### config.mk
export PLATFORM = sky130hd
export DESIGN_NAME = rfpf_div
export DESIGN_NICKNAME = d
export VERILOG_FILES = /design/src/rtl/resonant_four_pole_filter_macros.svh /design/src/rtl/rfpf_pkg.sv /design/src/rtl/rfpf_div.sv
export SDC_FILE = /design/constraint.sdc
export NUM_CORES = 1
export LEC_CHECK = 0
export ABC_CLOCK_PERIOD_IN_PS = 2400
export BUFFER_PORTS_ARGS = -buffer_cell sky130_fd_sc_hd__clkbuf_2
export CAP_MARGIN = 20
export CELL_PAD_IN_SITES_DETAIL_PLACEMENT = 0
export CELL_PAD_IN_SITES_GLOBAL_PLACEMENT = 1
export CORE_MARGIN = 8
export CORE_UTILIZATION = 38
export DETAILED_ROUTE_END_ITERATION = 8
export MAX_ROUTING_LAYER = met4
export PLACE_DENSITY = 0.85
export SETUP_SLACK_MARGIN = 0.2
export SYNTH_ARGS = -nofsm -noshare
export SYNTH_HDL_FRONTEND = slang
export SYNTH_SLANG_ARGS = --single-unit
### constraint.sdc
create_clock -name clk_i -period 2.4 [get_ports clk_i]
set_input_delay 0.36 -clock clk_i [delete_from_list [all_inputs] [get_ports clk_i]]
set_output_delay 0.36 -clock clk_i [all_outputs]
set_load 0.02 [all_outputs]
### src/rtl/resonant_four_pole_filter_macros.svh
// Assertion macros for the resonant four-pole filter.
// Included by the top level; depends on nothing else.
`ifndef RESONANT_FOUR_POLE_FILTER_MACROS_SVH
`define RESONANT_FOUR_POLE_FILTER_MACROS_SVH
// Implication checked on every clock edge outside reset.
`define RFPF_ASSERT_IMP(lbl, ante, cons) \
  lbl: assert property (@(posedge clk_i) disable iff (!rst_ni) (ante) |-> (cons)) \
    else $error("assertion failed");
// Next-cycle implication.
`define RFPF_ASSERT_NEXT(lbl, ante, cons) \
  lbl: assert property (@(posedge clk_i) disable iff (!rst_ni) (ante) |=> (cons)) \
    else $error("assertion failed");
`endif

### src/rtl/rfpf_pkg.sv
// Package for the resonant four-pole filter: widths, constants, state codes.
// Used by rfpf_div and resonant_four_pole_filter.
package rfpf_pkg;
  localparam int SampleBits = 16;
  localparam int StageBits  = 32;
  localparam int ShiftD     = StageBits - 4 - SampleBits;  // 12
  localparam logic [15:0] CutLow  = 16'd7;
  localparam logic [15:0] CutHigh = 16'd65529;
  localparam logic [16:0] ResOne  = 17'd65536;

  localparam logic [1:0] ModeLp  = 2'd0;
  localparam logic [1:0] ModeHp  = 2'd1;
  localparam logic [1:0] ModeBp  = 2'd2;
  localparam logic [1:0] ModeOff = 2'd3;

  localparam logic [1:0] AddrCutoff = 2'd0;
  localparam logic [1:0] AddrRes    = 2'd1;
  localparam logic [1:0] AddrMode   = 2'd2;

  typedef enum logic [3:0] {
    ST_IDLE, ST_DIV, ST_FB, ST_P1, ST_P2, ST_P3, ST_P4, ST_P5, ST_P6, ST_OUT
  } state_e;

  typedef struct packed {
    logic start;
    logic busy;
    logic done;
  } div_ctl_t;
endpackage

### src/rtl/rfpf_div.sv
// Restoring radix-2 divider, one quotient bit per cycle (33-bit dividend, 17-bit divisor).
// Depends on rfpf_pkg.
module rfpf_div
  import rfpf_pkg::*;
(
  input  logic        clk_i,
  input  logic        rst_ni,
  input  logic        start_i,
  input  logic [32:0] dividend_i,
  input  logic [16:0] divisor_i,
  output div_ctl_t    ctl_o,
  output logic [32:0] quot_o
);
  logic [32:0] quot_q, quot_d;
  logic [17:0] rem_q, rem_d;
  logic [16:0] dsr_q, dsr_d;
  logic [5:0]  cnt_q, cnt_d;
  logic        busy_q, busy_d, done_q, done_d;
  logic [17:0] trial;

  // one shift-subtract step per cycle
  always_comb begin
    quot_d = quot_q; rem_d = rem_q; dsr_d = dsr_q; cnt_d = cnt_q;
    busy_d = busy_q; done_d = 1'b0;
    trial  = {rem_q[16:0], quot_q[32]};
    if (start_i) begin
      quot_d = dividend_i; rem_d = '0; dsr_d = divisor_i;
      cnt_d = 6'd33; busy_d = 1'b1;
    end else if (busy_q) begin
      if (trial >= {1'b0, dsr_q}) begin
        rem_d  = trial - {1'b0, dsr_q};
        quot_d = {quot_q[31:0], 1'b1};
      end else begin
        rem_d  = trial;
        quot_d = {quot_q[31:0], 1'b0};
      end
      cnt_d = cnt_q - 6'd1;
      if (cnt_q == 6'd1) begin
        busy_d = 1'b0; done_d = 1'b1;
      end
    end
  end

  always_ff @(posedge clk_i or negedge rst_ni) begin
    if (!rst_ni) begin
      busy_q <= 1'b0; done_q <= 1'b0; cnt_q <= '0;
    end else begin
      busy_q <= busy_d; done_q <= done_d; cnt_q <= cnt_d;
    end
  end

  always_ff @(posedge clk_i) begin
    quot_q <= quot_d; rem_q <= rem_d; dsr_q <= dsr_d;
  end

  assign ctl_o  = '{start: start_i, busy: busy_q, done: done_q};
  assign quot_o = quot_q;
endmodule

Word-level counts from Yosys, hierarchy flattened
Cells that the tools add are included.

Output and inout port bits: 36. Word-level logic and storage cells: 23. Register bits after elaboration: 75. Bits of input ports: 53.

Reductions and logical operators: 1. Multiplexer cells: 12. Equality and inequality tests: 1. Add/subtract/negate cells: 2. Magnitude comparators: 1.

Operator list (number): $mux 33 (2); $ge 18x17->1 (1); $mux 17 (1); $sub 17x17->17 (1); $mux 6 (2); $mux 1 (7); $eq 6x1->1 const B (1); $sub 6x1->6 const B (1); $reduce_bool 2->1 (1).

Longest topological paths before layout
Gate-level depths: netlist of the first run.

Depth in word-level cells: 4. Gate-level depth with buffers: 12. Mapped depth without buffers: 11.

Least setup slack after synthesis of the first run
No wires, ideal clock.

Kind: register to register. Start point: reg quot_q[32], in the netlist quot_o[32]. End point: reg quot_q[0], in the netlist quot_o[0] (data pin). Setup time: 0.269 ns. Arrival time: 2.537 ns. Period minus slack after synthesis: 2.806 ns. Path buffers: 1. Required time: 2.131 ns. Cell stages (with the launch flop): 12. Slack: -0.406 ns. Cell sequence: edfxtp_1 > inv_1 > ha_1 > inv_1 > fa_1 > a21o_1 > a221o_1 > a21oi_4 > o22ai_2 > a21oi_4 > buf_2 > mux2i_1.

Cells in the longest elaborated chain, start to end: 4.

Ends and longest elaborated chain: start, declared (line rfpf_div.sv:14) `logic [32:0] quot_q, quot_d;`; start signal, assigned (line rfpf_div.sv:53) `quot_q <= quot_d; rem_q <= rem_d; dsr_q <= dsr_d;`; $ge 18x17->1 (line rfpf_div.sv:30) `if (trial >= {1'b0, dsr_q}) begin`; $mux 1 (line rfpf_div.sv:30); $mux 33 (line rfpf_div.sv:29) `end else if (busy_q) begin`; $mux 33 (line rfpf_div.sv:26) `if (start_i) begin`; net quot_d[0] (line rfpf_div.sv:14).

The timed path passes the listed nets, and every way through them passes these cells. The select of a mux whose other input is x is not followed. A chain may end at the register's enable or synchronous reset.

Worst setup path in the final report of the first run
Start point: reg quot_q[32], in the netlist quot_o[32]. End point: reg rem_q[10].

Cells in the longest elaborated chain, start to end: 2. Elaborated cells on any way between the ends: 3. Classes of those cells: add/sub (1); order compare (1); mux (1).

Ends and longest elaborated chain: $sub 17x17->17 or $ge 18x17->1 (tied branches) (line rfpf_div.sv:31, rfpf_div.sv:30); $mux 17 * (line rfpf_div.sv:30); end signal, assigned (line rfpf_div.sv:53); end, declared (line rfpf_div.sv:15) `logic [17:0] rem_q, rem_d;`.

Mark *: on every way between the ends. The rest lies on a longest branch, timed or not.

==> run_results.csv, run 1 <==
group,metric,value,unit
status,status,"finished with violations",
status,violations,"negative setup slack",
grt,grt_max_degree,45,
clock_tree,cts.clk_slew.worst_paths,0.08,ns
setup_path,critical_path.max_fanout,6,
final_layout,n_antenna_cell,0,
sta,setup_ws,-0.206,ns
synthesis,syn_area,3840,µm²
synthesis,synth_area_per_cell,12.0,µm²
floorplan,boundaryPins,89,
place,place.port_buffers,88,
floorplan,rows,36,
drt,detail_route.wirelength,9010,µm
place,dpl_cell_area,4580,µm²
clock_tree,clock_insertion_delay_worst_skew,0.36,ns
setup_path,cp.depth,12,
clock_tree,cts_tree,"yes",
synthesis,synthCells,321,
grt,antenna_found_initial,0,
sta,fin_tns_setup,-2.62,ns
floorplan,die_h,116,µm
drt,firstDrtPassIters,4,
final_layout,n_fill_cell,938,
final_layout,layout-drive-gt1-share,0.399,
clock_tree,clk_path_buf_depth,2,
setup_path,crit_chain,"inv_1 > ha_2 > inv_2 > fa_2 > a21o_1 > a221o_1 > a21oi_4 > o22ai_2 > a21oi_4 > buf_6 > mux2i_1 > a211oi_1",
drt,drc,0,
synthesis,yosysSeqAreaShare,0.532,
synthesis,synthDistinctLibCells,43,
synthesis,synthFlopType,"edfxtp_1",
sta,worstMarginPinSlew,0.891,ns
sta,clock_skew,0.0143,ns
sta,fmax,384,MHz
floorplan,core,9770,µm²
setup_path,crit_slowest_cell,"edfxtp_1",
power_and_ir_drop,cellInternalPower,3.53,mW
sta,max_slew_margin,0.405,
final_layout,final_core_util,0.500,
setup_path,r2r-end,"rem_q[10]",
final_layout,final_nets,509,
sta,fin_crit_sh,1.09,
setup_path,path_buf_inv,3,
drt,ant_nets,0,
place,dpl_worst_slack,-0.276,ns
setup_path,critPathLaunch,"quot_o[32]",
grt,grt_pass1_wl,14600,µm
floorplan,die_area,13600,µm²
clock_tree,ctsHtreeMaxLevel,3,
setup_path,reg2reg_slack,-0.21,ns
grt,grt_overflow,0,
setup_path,critPathCapture,"rem_q[10]",
synthesis,ys_top_cells_by_area,"edfxtp_1 (39%), mux2_2 (9.4%), dfxtp_1 (8.9%), ha_1 (6.2%), dfrtp_1 (5.2%)",
power_and_ir_drop,sw_frac_of_total,0.361,
power_and_ir_drop,p_per_area,1130,nW/µm²
sta,final_max_slew_viol_count,0,
drt,via_count,2858,
power_and_ir_drop,p_total,5.52,mW
place,dpl.cell_count,553,
run,maxCapViolations,0,
synthesis,synth_nets,394,
drt,wl_per_cell,15.7,µm
drt,vias_per_cell,4.98,
grt,grt_pass1_vias,3084,
final_layout,fin_cells,574,
place,hpwl,6530,µm
sta,rsz0062_at_grt,"yes",
setup_path,worstSetupPathType,"register to register",
drt,initialDrtViolationCount,84,
power_and_ir_drop,p_leak,2.20,nW
clock_tree,cts_num_sinks,75,
sta,finalCriticalPeriod,2.61,ns
setup_path,r2r_cells,12,
power_and_ir_drop,power_frac_clock,0.194,
clock_tree,cts_buffers,9,
power_and_ir_drop,switchingPower,1.99,mW
power_and_ir_drop,peakVddDrop,593,µV
sta,finalHoldViolations,0,
setup_path,slowest_delay,0.39,ns
power_and_ir_drop,pwr-share-seq,0.362,
setup_path,cp-start-kind,"register",
hold_path,hold_path_class,"primary input to register",
synthesis,yosysWarnings,0,
power_and_ir_drop,comb_power_share,0.444,
place,place_congestion,0.824,
synthesis,synth-seq-cells,75,
sta,hold_slack,0.178,ns
grt,grt_usage,0.144,
setup_path,critical_path_required,2.61,ns
final_layout,area_growth,27.5,%
setup_path,r2r-start,"quot_o[32]",
floorplan,die_w,116,µm
floorplan,initial_utilization,0.392,
sta,setup_viol,18,
synthesis,synth_top_cell_by_area,"edfxtp_1",
setup_path,cp_top_family,"compound AO/OA/AOI/OAI gates",
setup_path,cp_common_cell,"a21oi_4",
setup_path,cp_data_arrival_time,2.82,ns
synthesis,netlist.area_leader.share,0.391,
synthesis,synth_edf_count,50,
synthesis,async_reset_ff_frac,0.107,
clock_tree,cts-root-buf,"clkbuf_8",
setup_path,end_kind,"register",
synthesis,synth_commonest_cells,"edfxtp_1 (50), mux2_2 (32), inv_1 (24)",
final_layout,fin_area,4890,µm²
synthesis,yosysMostFrequentCell,"edfxtp_1",
worst reg2reg max path, cell delays in order (launching register included):
cell	delay, ns
edfxtp_1	0.39
inv_1	0.07
ha_2	0.17
inv_2	0.04
fa_2	0.34
a21o_1	0.19
a221o_1	0.37
a21oi_4	0.17
o22ai_2	0.11
a21oi_4	0.16
buf_6	0.17
mux2i_1	0.21
a211oi_1	0.10
state kept, by name (all words and copies together) (netlist names):
register	cells
rem_q	17
cnt_q	6
quot_o	33
done_q	1
dsr_q	17
busy_q	1
layout by cell type, fill, tap and decap left out, types with 5 or more instances in the layout:
master	synthesis	routed
clkbuf_2	0	88
edfxtp_1	50	50
mux2_2	32	32
inv_1	24	23
buf_4	3	23
nor2_1	20	20
ha_1	19	18
dfxtp_1	17	17
nand2_1	16	16
a21oi_1	14	14
xor2_1	10	10
xnor2_1	9	9
clkbuf_8	0	9
a211oi_1	8	8
dfrtp_1	8	8
nand2b_1	8	7
o21ai_0	13	7
mux2i_1	8	7
a21o_1	6	6
a32oi_1	6	6
o21ai_1	0	6
buf_6	1	5
worst min-delay path by stage:
stage / end / cells after the start / start / slack, ns
6_report: dsr_q[13] / 1 / divisor_i[13] / 0.18
5_1_grt: dsr_q[13] / 1 / divisor_i[13] / 0.15
4_1_cts: dsr_q[13] / 1 / divisor_i[13] / 0.15
3_5_place_dp: cnt_q[1] / 1 / rst_ni / 0.22
3_3_place_gp: cnt_q[0] / 1 / rst_ni / 0.22
2_1_floorplan: busy_q / 0 / rst_ni / 0.06
metal layers:
layer  global-route usage  vias to the layer above  wire [µm]
met1                0.181                     1355       4310
met5                    -                        -          0
met4               0.0553                        0        156
li1                     -                     1400          -
met2                0.208                       88       3930
met3               0.0522                       15        607
area by class of cell:
| cell class | count | area, µm² | area share |
|---|---|---|---|
| clock inverter | 5 | 78.8 | 0.0161 |
| timing repair buffer | 119 | 719 | 0.147 |
| tap | 133 | 166 | 0.0340 |
| sequential | 75 | 2040 | 0.417 |
| clock buffer | 11 | 131 | 0.0269 |
| inverter | 24 | 90.1 | 0.0184 |
| multi-input combinational | 207 | 1660 | 0.340 |
power groups by stage:
stage / sequential [mW] / combinational (mW) / clock [mW]
after floorplan: 2.12 / 1.39 / 0
after global placement: 2.01 / 2.17 / 0
after detailed placement: 2.02 / 2.21 / 0
after CTS: 2.00 / 2.37 / 1.11
after global routing: 2.05 / 2.69 / 1.15
final: 2.00 / 2.45 / 1.07
timing repair:
| action | CTS | global route |
|---|---|---|
| pin swaps | 0 | 7 |
| resized for setup | 12 | 8 |
| endpoints found under the hold margin | 8 | 0 |
| setup endpoints to repair | 18 | 18 |
| buffers inserted | 2 | 2 |
| hold buffers | 1 | 0 |
kinds of logic after synthesis:
family | share of synthesized area
simple gates | 0.0815
compound gates | 0.117
flops | 0.532
xor+xnor | 0.0434
fa+ha+maj | 0.0672
mux | 0.115
buf+inv | 0.0434
(Power assumes the default switching activity.)
==> run 2, diff against run 1 <==
- TNS_END_PERCENT: unset -> 20
==> run 2 against run 1 <==
Against the previous run:
- the run still ends with negative setup slack left
- via count rose by 0.84%
- largest power group unchanged
- sequential power barely moved
- largest cell class unchanged
- cell count rose by 0.35%
- worst setup slack got worse by 0.043 ns
==> run_results.csv, run 2 (synthesized netlist as in run 1, its figures left out) <==
group,metric,value,unit
status,status,"finished with violations",
status,violations,"negative setup slack",
power_and_ir_drop,comb_power_share,0.446,
setup_path,cp_data_arrival_time,2.93,ns
final_layout,n_fill_cell,894,
final_layout,final_common_cell,"clkbuf_2",
sta,finalCriticalPeriod,2.65,ns
sta,rsz0062_at_grt,"yes",
grt,met3_usage,0.0517,
final_layout,final_cell_mix,"clkbuf_2 (88), edfxtp_1 (50), mux2_2 (32)",
setup_path,r2r-start,"quot_o[32]",
sta,final_max_slew_viol_count,0,
grt,grt_pass1_vias,3180,
sta,max_slew_margin,0.451,
drt,initialDrtViolationCount,112,
setup_path,end_kind,"register",
place,place.port_buffers,88,
clock_tree,cts_buffers,9,
place,dpl.cell_count,552,
clock_tree,cts.clk_slew.worst_paths,0.09,ns
final_layout,largest_reg_flops,33,
drt,detail_route.wirelength,9030,µm
sta,finalHoldViolations,0,
floorplan,die_h,116,µm
place,hpwl,6750,µm
sta,fin_crit_sh,1.10,
sta,fmax,377,MHz
final_layout,n_antenna_cell,0,
setup_path,crit_chain,"inv_1 > ha_2 > inv_2 > fa_2 > a21o_1 > a221o_1 > a21oi_4 > buf_4 > buf_4 > o21ai_0 > xor2_1 > mux2i_1 > a211oi_2",
grt,met2_usage,0.224,
clock_tree,cts_num_sinks,75,
floorplan,core,9770,µm²
final_layout,final_nets,511,
floorplan,rows,36,
run,maxCapViolations,0,
clock_tree,ctsHtreeMaxLevel,3,
clock_tree,cts-root-buf,"clkbuf_8",
setup_path,cp_top_family,"compound AO/OA/AOI/OAI gates",
drt,ant_nets,0,
clock_tree,cts_tree,"yes",
grt,grt_overflow,0,
setup_path,cp-start-kind,"register",
floorplan,initial_utilization,0.392,
power_and_ir_drop,switchingPower,2.01,mW
grt,grt_max_degree,37,
setup_path,crit_slowest_cell,"edfxtp_1",
power_and_ir_drop,pwr-share-seq,0.358,
drt,via_count,2882,
power_and_ir_drop,cellInternalPower,3.56,mW
drt,firstDrtPassIters,6,
final_layout,final_core_util,0.503,
grt,antenna_found_initial,0,
drt,vias_per_cell,5.00,
power_and_ir_drop,peakVddDrop,565,µV
setup_path,cp_common_cell,"buf_4",
setup_path,critPathLaunch,"quot_o[32]",
grt,grt_usage,0.147,
floorplan,die_area,13600,µm²
grt,busiest_layer,"met2",
power_and_ir_drop,power_frac_clock,0.195,
grt,grt_pass1_wl,14900,µm
setup_path,path_buf_inv,4,
hold_path,min_from,"divisor_i[9]",
clock_tree,clk_path_buf_depth,2,
grt,use_met1,0.179,
final_layout,multi_input_area,1660,µm²
final_layout,regArea,2040,µm²
final_layout,layout-drive-gt1-share,0.404,
sta,setup_ws,-0.249,ns
power_and_ir_drop,sw_frac_of_total,0.361,
setup_path,critical_path.max_fanout,3,
power_and_ir_drop,p_per_area,1130,nW/µm²
setup_path,slowest_delay,0.39,ns
final_layout,fin_cells,576,
sta,setup_viol,18,
sta,worstMarginPinSlew,0.821,ns
final_layout,area_growth,28.0,%
drt,wl_per_cell,15.7,µm
floorplan,die_w,116,µm
drt,drc,0,
floorplan,boundaryPins,89,
hold_path,hold_path_class,"primary input to register",
place,place_congestion,0.839,
sta,clock_skew,0.0198,ns
power_and_ir_drop,p_leak,2.21,nW
setup_path,worstSetupPathType,"register to register",
clock_tree,clock_insertion_delay_worst_skew,0.36,ns
setup_path,critical_path_required,2.68,ns
run 2: cell types whose count changed in the layout (fill, tap and decap cells not counted), sizes merged:
cell,change
buf,+2
inv,+1
clkinvlp,-1
run 2: final cells by class:
type                            instances  share of cell area
Multi-Input combinational cell        207               0.339
Clock inverter                          5              0.0173
Tap cell                              133              0.0339
Clock buffer                           11              0.0267
Inverter                               24              0.0183
Timing Repair Buffer                  121               0.150
Sequential cell                        75               0.416
run 2: what timing repair did:
action	in CTS	in global routing
pin swaps	4	7
hold endpoints to repair	8	0
gates cloned	1	0
buffers inserted	5	1
hold buffers	1	0
gates resized for setup	4	12
setup endpoints to repair	18	18
run 2: through the flow:
step	total power [mW]	TNS [ns]	cell area, µm²	worst slack, ns	hold WS [ns]
after CTS	5.55	-4.21	4870	-0.268	0.153
after global routing	5.95	-5.99	4910	-0.402	0.151
after floorplan	3.51	-3.94	3840	-0.321	0.0644
after detailed placement	4.25	-3.98	4570	-0.262	0.222
final	5.57	-3.51	4910	-0.249	0.168
after global placement	4.20	-2.21	4570	-0.153	0.221
run 2: path summary, 6_finish.rpt:
| kind | to | depth (start not counted) | slack [ns] |
|---|---|---|---|
| max in group asynchronous | cnt_q[5] | 2 | 1.84 |
| min in group asynchronous | cnt_q[2] | 2 | 0.37 |
| hold / removal | dsr_q[9] | 1 | 0.17 |
| setup reg to reg | rem_q[10] | 13 | -0.25 |
| setup / recovery | rem_q[10] | 13 | -0.25 |
| hold reg to reg | rem_q[1] | 2 | 0.50 |
run 2: power by group through the flow:
| stage | clock network [mW] | registers [mW] | logic, mW |
|---|---|---|---|
| global route | 1.16 | 2.05 | 2.74 |
| global placement | 0 | 2.00 | 2.19 |
| floorplan | 0 | 2.12 | 1.39 |
| finish | 1.09 | 2.00 | 2.49 |
| CTS | 1.12 | 1.99 | 2.43 |
| detailed placement | 0 | 2.01 | 2.23 |
run 2: per-layer routing:
layer / share of wire / vias up
li1: - / 1400
met4: 0.010 / 0
met5: 0 / -
met2: 0.45 / 92
met3: 0.067 / 6
met1: 0.47 / 1384
==> run 3, diff against run 2 <==
- PLACE_DENSITY: 0.85 -> unset
- PLACE_DENSITY_LB_ADDON: unset -> 0.05
==> run 3 against run 2 <==
Against the previous run:
- the flow still finishes with violations (negative setup slack)
- final area down 0.48%
- core utilization fell by 0.24 points
- flip-flop and latch count stayed put
- clock-buffer cell count rose by 1
- sequential power about the same
- routed wire length fell by 2.1%
- combinational power fell by 4%
- clock power hardly changed
- first-iteration DRC count is 9.8% higher
- critical path type unchanged
==> run_results.csv, run 3 (synthesized netlist as in run 1, its figures left out) <==
group,metric,value,unit
place,hpwl,6530,µm
grt,grt_max_degree,32,
sta,fmax,379,MHz
clock_tree,cts.clk_slew.worst_paths,0.08,ns
sta,setup_viol,18,
grt,use_met1,0.172,
setup_path,cp-start-kind,"register",
grt,met2_usage,0.218,
final_layout,layout-drive-gt1-share,0.398,
sta,clock_skew,0.0114,ns
clock_tree,clock_insertion_delay_worst_skew,0.36,ns
power_and_ir_drop,p_per_area,1110,nW/µm²
floorplan,core,9770,µm²
grt,met3_usage,0.0589,
place,dpl.cell_count,556,
clock_tree,ctsHtreeMaxLevel,3,
drt,via_count,2796,
final_layout,n_fill_cell,904,
grt,grt_pass1_wl,14500,µm
sta,worstMarginPinSlew,0.530,ns
drt,firstDrtPassIters,4,
grt,grt_pass1_vias,3040,
final_layout,largest_reg_flops,33,
floorplan,die_area,13600,µm²
power_and_ir_drop,comb_power_share,0.438,
sta,setup_ws,-0.241,ns
drt,initialDrtViolationCount,123,
final_layout,final_common_cell,"clkbuf_2",
final_layout,fin_cells,578,
power_and_ir_drop,p_leak,2.22,nW
final_layout,fin_area,4890,µm²
sta,finalHoldViolations,0,
grt,busiest_layer,"met2",
place,place.port_buffers,88,
grt,antenna_found_initial,0,
grt,grt_overflow,0,
run,maxCapViolations,0,
drt,detail_route.wirelength,8840,µm
power_and_ir_drop,switchingPower,1.95,mW
final_layout,final_cell_mix,"clkbuf_2 (88), edfxtp_1 (50), mux2_2 (32)",
setup_path,worstSetupPathType,"register to register",
setup_path,critical_path.max_fanout,13,
drt,drc,0,
sta,final_max_slew_viol_count,0,
clock_tree,cts_tree,"yes",
sta,fin_tns_setup,-2.93,ns
clock_tree,cts_buffers,9,
place,dpl_cell_area,4610,µm²
floorplan,initial_utilization,0.392,
setup_path,end_kind,"register",
grt,grt_usage,0.144,
floorplan,die_w,116,µm
drt,wl_per_cell,15.3,µm
sta,fin_crit_sh,1.10,
drt,vias_per_cell,4.84,
drt,ant_nets,0,
place,place_congestion,0.783,
final_layout,area_growth,27.4,%
sta,rsz0062_at_grt,"yes",
floorplan,boundaryPins,89,
final_layout,n_antenna_cell,0,
clock_tree,cts-root-buf,"clkbuf_8",
power_and_ir_drop,p_total,5.45,mW
floorplan,die_h,116,µm
final_layout,final_nets,513,
power_and_ir_drop,cellInternalPower,3.50,mW
setup_path,cp_data_arrival_time,2.86,ns
setup_path,critical_path_required,2.62,ns
clock_tree,clk_path_buf_depth,2,
final_layout,final_core_util,0.500,
status,status,"finished with violations",
sta,max_slew_margin,0.642,
power_and_ir_drop,pwr-share-seq,0.365,
power_and_ir_drop,peakVddDrop,684,µV
status,violations,"negative setup slack",
hold_path,hold_path_class,"primary input to register",
power_and_ir_drop,sw_frac_of_total,0.357,
power_and_ir_drop,power_frac_clock,0.197,
floorplan,rows,36,
sta,finalCriticalPeriod,2.64,ns
clock_tree,cts_num_sinks,75,
==> run 3: layout make-up <==
| type | count | area [µm²] | share of cell area |
|---|---|---|---|
| repair buffers | 123 | 738 | 0.151 |
| multi-input cells | 207 | 1640 | 0.336 |
| well taps | 133 | 166 | 0.0340 |
| clock buffers | 12 | 135 | 0.0276 |
| flip-flops and latches | 75 | 2040 | 0.418 |
| inverters | 24 | 90.1 | 0.0184 |
| clock inverters | 4 | 76.3 | 0.0156 |
==> run 3: final timing paths <==
check | start | end | slack [ns] | cells after the start
max | quot_o[32] | rem_q[10] | -0.24 | 12
min | divisor_i[2] | dsr_q[2] | 0.16 | 1
max reg2reg | quot_o[32] | rem_q[10] | -0.24 | 12
min reg2reg | rem_q[1] | rem_q[1] | 0.48 | 2
max in group asynchronous | rst_ni | cnt_q[0] | 1.83 | 2
min in group asynchronous | rst_ni | cnt_q[2] | 0.39 | 2
==> run 3: power by group through the flow <==
stage / clock [mW] / sequential, mW / combinational [mW]
detailed placement: 0 / 2.01 / 2.28
floorplan: 0 / 2.12 / 1.39
finish: 1.07 / 1.99 / 2.39
CTS: 1.12 / 1.99 / 2.33
global placement: 0 / 2.01 / 2.28
global route: 1.17 / 2.04 / 2.63
==> run 3: worst max-delay path, stage by stage (launching register included) <==
cell and delay, ns:
edfxtp_1 0.39, inv_1 0.07, ha_2 0.17, inv_2 0.04, fa_2 0.33, a21o_1 0.18, a221o_1 0.41, a21oi_4 0.16
o22ai_2 0.09, a21oi_4 0.21, buf_12 0.17, mux2i_1 0.19, a211oi_1 0.09
==> run 3: timing repair <==
action,in CTS,in global routing
buffers inserted,2,3
hold buffers,1,0
pin swaps,2,11
resized for setup,3,11
setup endpoints to repair,18,18
hold endpoints to repair,8,0
==> run 3: metal layers <==
layer,vias up,share of wire
met5,-,0
met1,1306,0.48
met3,6,0.063
met2,74,0.45
met4,0,0.011
li1,1410,-
==> run 3: stage by stage <==
stage          hold WS (ns)  worst slack (ns)
2_1_floorplan        0.0644            -0.321
3_3_place_gp          0.222            -0.152
3_5_place_dp          0.219            -0.224
4_1_cts               0.142            -0.239
5_1_grt               0.138            -0.358
6_report              0.164            -0.241
